<file path="config.mk">
export PLATFORM = sky130hd
export DESIGN_NAME = pgbb_axis
export DESIGN_NICKNAME = d
export VERILOG_FILES = /design/src/rtl/core/pgbb_pkg.sv /design/src/rtl/core/pgbb_axis.sv
export SDC_FILE = /design/constraint.sdc
export NUM_CORES = 2
export LEC_CHECK = 0
export BUFFER_PORTS_ARGS = -buffer_cell sky130_fd_sc_hd__buf_2
export CAP_MARGIN = 20
export CORE_UTILIZATION = 55
export CTS_BUF_LIST = sky130_fd_sc_hd__clkbuf_2
export DETAILED_ROUTE_END_ITERATION = 12
export GPL_TIMING_DRIVEN = 0
export MAX_ROUTING_LAYER = met4
export PLACE_DENSITY = 0.82
export SYNTH_ARGS = -nofsm -noshare
export SYNTH_HDL_FRONTEND = slang
export SYNTH_SLANG_ARGS = --single-unit
</file>
<file path="constraint.sdc">
create_clock -name i_clk -period 9.81 [get_ports i_clk]
set_clock_uncertainty 0.1 [all_clocks]
set_input_delay 0 -clock i_clk [delete_from_list [all_inputs] [get_ports i_clk]]
set_output_delay 0 -clock i_clk [all_outputs]
set_load 0.02 [all_outputs]
</file>
<file path="src/rtl/core/pgbb_pkg.sv">
// ----------------------------------------------------------------------------
// pgbb_pkg
// Shared widths, grid size, request codes, register indexes and types for
// the point grid binner.
// ----------------------------------------------------------------------------
package pgbb_pkg;

    localparam int GRID_COLS   = 64;
    localparam int GRID_ROWS   = 64;
    localparam int COORD_W     = 32;
    localparam int VAL_W       = 32;
    localparam int SCALE_W     = 32;
    localparam int CNT_W       = 7;
    localparam int RC_W        = 6;
    localparam int IDX_W       = 12;
    localparam int REQ_W       = 2;
    localparam int CFG_IDX_W   = 3;
    localparam int EPOCH_W     = 8;
    localparam int FIFO_D      = 8;
    localparam int IN_TDATA_W  = 112;
    localparam int OUT_TDATA_W = 176;

    localparam logic [REQ_W-1:0] REQ_BIN   = 2'd0;
    localparam logic [REQ_W-1:0] REQ_READ  = 2'd1;
    localparam logic [REQ_W-1:0] REQ_CLEAR = 2'd2;

    localparam logic [CFG_IDX_W-1:0] CFG_VIEW_XMIN   = 3'd0;
    localparam logic [CFG_IDX_W-1:0] CFG_VIEW_YMIN   = 3'd1;
    localparam logic [CFG_IDX_W-1:0] CFG_COL_SCALE   = 3'd2;
    localparam logic [CFG_IDX_W-1:0] CFG_ROW_SCALE   = 3'd3;
    localparam logic [CFG_IDX_W-1:0] CFG_COLS_IN_USE = 3'd4;
    localparam logic [CFG_IDX_W-1:0] CFG_ROWS_IN_USE = 3'd5;
    localparam logic [CFG_IDX_W-1:0] CFG_VALUE_MODE  = 3'd6;

    localparam logic [VAL_W-1:0]          ONE_Q16   = 32'h0001_0000;
    localparam logic signed [COORD_W-1:0] COORD_MAX = 32'sh7fff_ffff;
    localparam logic signed [COORD_W-1:0] COORD_MIN = 32'sh8000_0000;

    typedef struct packed {
        logic signed [COORD_W-1:0] xmin;
        logic signed [COORD_W-1:0] ymin;
        logic signed [COORD_W-1:0] xmax;
        logic signed [COORD_W-1:0] ymax;
    } t_box;

    localparam t_box BOX_EMPTY = '{xmin: COORD_MAX, ymin: COORD_MAX,
                                   xmax: COORD_MIN, ymax: COORD_MIN};

    typedef struct packed {
        logic [IDX_W-1:0] cell_index;
        logic             in_view;
        logic [VAL_W-1:0] cell_value;
        logic             cell_written;
        t_box             box;
    } t_result;

endpackage

</file>
<file path="src/rtl/core/pgbb_axis.sv">
// ----------------------------------------------------------------------------
// pgbb_axis
// Three-stage coordinate to grid position mapper: offset from the view
// origin, magnitude times Q16.16 scale, truncation toward zero, range check.
// ----------------------------------------------------------------------------
module pgbb_axis
    import pgbb_pkg::*;
(
    input  logic                      i_clk,
    input  logic signed [COORD_W-1:0] i_coord,
    input  logic signed [COORD_W-1:0] i_origin,
    input  logic [SCALE_W-1:0]        i_scale,
    input  logic [CNT_W-1:0]          i_cnt,
    output logic [CNT_W-1:0]          o_pos,
    output logic                      o_ok
);

    logic signed [COORD_W:0]  diff;
    logic [COORD_W:0]         mag;
    logic [SCALE_W:0]         sum;
    logic                     neg_nz;

    logic [COORD_W:0]         r_mag;
    logic                     r_neg_a;
    logic [2*SCALE_W-1:0]     r_prod;
    logic                     r_hi;
    logic                     r_neg_b;

    assign diff = {i_coord[COORD_W-1], i_coord} - {i_origin[COORD_W-1], i_origin};
    assign mag  = diff[COORD_W] ? (~diff + 1'b1) : diff;

    assign sum    = {1'b0, r_prod[2*SCALE_W-1:SCALE_W]}
                  + (r_hi ? {1'b0, i_scale} : '0);
    assign neg_nz = r_neg_b && (sum != '0);

    always_ff @(posedge i_clk) begin
        r_mag   <= mag;
        r_neg_a <= diff[COORD_W];
        r_prod  <= r_mag[COORD_W-1:0] * i_scale;
        r_hi    <= r_mag[COORD_W];
        r_neg_b <= r_neg_a;
        o_pos   <= sum[CNT_W-1:0];
        o_ok    <= !neg_nz && (sum < (SCALE_W+1)'(i_cnt));
    end

endmodule

</file>
==> results.txt <==
min Tclk post-route = 9.47 ns
Fill cells = 6105
Die Ht = 269 microns
Ys Warns = 0
First DRT Iteration DRCs = 3772
TNS Setup = 0 ns
post-DR vias/cell = 5.97
starting density of the core = 55.7%
Area after DPL = 0.0409 sq mm
Clock transition at path regs = 0.25 ns
via count = 33500
row count = 97
post-synth top area share = 45.9%
crit path capture type = flip-flop
CTS Sinks = 76
initial antenna violation count = 25
top post-synthesis cells by area = fa_1, ha_1, and2_1
ratio of cells with drive above 1 in the final layout = 3.75%
CP Launch Type = flip-flop
Syn Std Cell Area = 0.0391 sq mm
clock root buffer = clkbuf_2
final worst path period share = 96.5%
core area = 0.0703 sq mm
number of I/O pins = 112
Rel. slew slack = 9.65%
Buf/Inv on CP = 4
post-synthesis sequential area ratio = 3.89%
Nets = 5970
Fmax = 0.106 GHz
Max Cap Viol = 0
synth cell count leaders = inv_1, fa_1, and2_1, nand2_1, ha_1
Post-synth EDFFs = 0
Avg Cell Area, Syn = 8.87 sq um
CP Cell Sequence = clkbuf_1, nand2_1, fa_1, fa_1, inv_1, fa_1, fa_1, fa_1, fa_1, fa_1, inv_1, fa_1, inv_1, ha_1, nand4_1, or3_1, nor3_1, o21ai_0, nand3b_1, o21ai_1, o31ai_2, a21oi_1, and4b_1, or3_1
RSZ-0062 raised after global routing = no
Post-Synthesis Cells = 4412
Setup Buffers After CTS = 0
worst-margin pin slew = 1.36 ns
Setup Viol. Count Final = 0
most common cell in the netlist = inv_1
first-pass GRT wire length = 208 mm
worst min path class = primary input to flip-flop
GRT Overall Usage = 41.8%
TritonCTS Buffers = 9
pin count of the biggest net entering global routing = 14
Net Count, Synth = 5744
Clock Latency Late Sink = 0.80 ns
CTS tree = built
vias in the first global route = 33600
Arr. time, crit path = 10.06 ns
DIE WIDTH = 269 microns
Worst path top cell family by delay = adder cells
Final Hold Viols = 0
post-route ant nets = 0
Required @ worst endpoint = 10.40 ns
Synth cell types = 85
total routed wirelength = 142 mm
status = completed
Slowest Stage Delay on Critical Path = 0.94 ns
Main synth FF type = dfxtp_1
crit path kind = flip-flop to flip-flop
CTS Buffer Depth = 2
Final HPWL DP = 114 mm
first-pass iteration count of the detailed router = 6
Final Max Tran Viols = 0
post-route cell area = 0.0421 sq mm
die area = 0.0722 sq mm
crit path max fanout = 10
grt total ovfl = 0
PortBufs = 111
asr flop ratio synth = 0%
Wirelength per Cell = 25.3 microns
Residual DRC = 0
CTS H-Tree Depth = 3
Area Overhead vs Synth = 7.67%
most used cell, CP = fa_1
Seq cells post-synth = 76
area leader, netlist = fa_1
RD Place Congestion = 1.06
Worst path slowest cell = clkbuf_1
-- timing repair --
action / CTS / global route
gates resized for setup: 0 / 0
hold buffers: 97 / 0
hold endpoints to repair: 32 / 0
-- state kept, by name (all words and copies together), names as in the netlist --
name,count
r_prod,32
r_neg_b,1
r_neg_a,1
o_pos,7
r_hi,1
r_mag,33
o_ok,1
-- final timing paths --
| kind | from | cells past startpoint | slack, ns | end |
|---|---|---|---|---|
| worst max-delay path | r_mag[19]$_DFF_P_ | 24 | 0.34 | r_prod[61]$_DFF_P_ |
| worst min-delay path | i_coord[0] | 5 | 0.06 | r_mag[0]$_DFF_P_ |
| worst max register to register | r_mag[19]$_DFF_P_ | 24 | 0.34 | r_prod[61]$_DFF_P_ |
| worst min register to register | r_mag[32]$_SDFF_PP0_ | 0 | 0.37 | r_hi$_DFF_P_ |
-- layer usage --
metal	global-route usage (%)	vias to the layer above	wire [microns]
met5	-	-	0
li1	-	13800	-
met3	10.6	684	18200
met4	30.5	0	12800
met2	60.2	2400	61300
met1	50.9	16600	49400
-- worst min-delay path: stages --
cell,delay (ns)
buf_2,0.09
inv_1,0.05
ha_1,0.13
dlygate4sd3_1,0.60
inv_1,0.05
-- area by class of cell --
type	instances	area [sq um]	share of cell area (%)
multi-input cells	3178	33200	78.9
diodes	32	80.1	0.190
clock buffers	10	50.0	0.119
well taps	940	1180	2.79
flip-flops and latches	76	1520	3.61
repair buffers	215	1630	3.87
plain buffers	226	878	2.08
clock inverters	6	65.1	0.154
inverters	932	3500	8.30
-- layout by cell type (no fill, tap or decap), types with 17 or more instances in the layout --
cell / Yosys / routed
nand3_1: 29 / 29
nand2_1: 520 / 520
o21a_1: 19 / 19
xnor2_1: 73 / 73
dfxtp_1: 76 / 76
nand4_1: 27 / 27
o21ai_0: 66 / 66
xor2_1: 39 / 39
nor3_1: 17 / 17
nor2_1: 85 / 85
diode_2: 0 / 32
buf_2: 6 / 117
a21o_1: 67 / 67
a21oi_1: 144 / 144
clkbuf_1: 216 / 216
fa_1: 897 / 897
ha_1: 331 / 331
inv_1: 932 / 932
dlygate4sd3_1: 0 / 97
and2_1: 633 / 633
-- stage by stage --
stage	utilization (%)	hold slack, ns	instances	worst slack [ns]
floorplan	-	0.119	4412	2.46
global placement	58.1	0.262	5463	0.674
detailed placement	58.2	0.258	5464	0.667
CTS	59.7	0.0229	5577	0.637
global route	59.9	0.0690	5600	0.227
finish	60.0	0.0552	5615	0.344
-- cells by family after synthesis --
group / after synthesis / share of synthesized area (%)
adder cells (fa/ha/maj): 1228 / 56.5
AO/OA/AOI/OAI: 434 / 7.21
XOR/XNOR: 112 / 2.51
flip-flops: 76 / 3.89
AND/OR/NAND/NOR: 1402 / 18.7
buffers and inverters: 1158 / 11.2
multiplexers: 2 / 0.0544
Power is not shown: default switching activity piles up to over one toggle a cycle in this logic, so the estimate is an artifact.
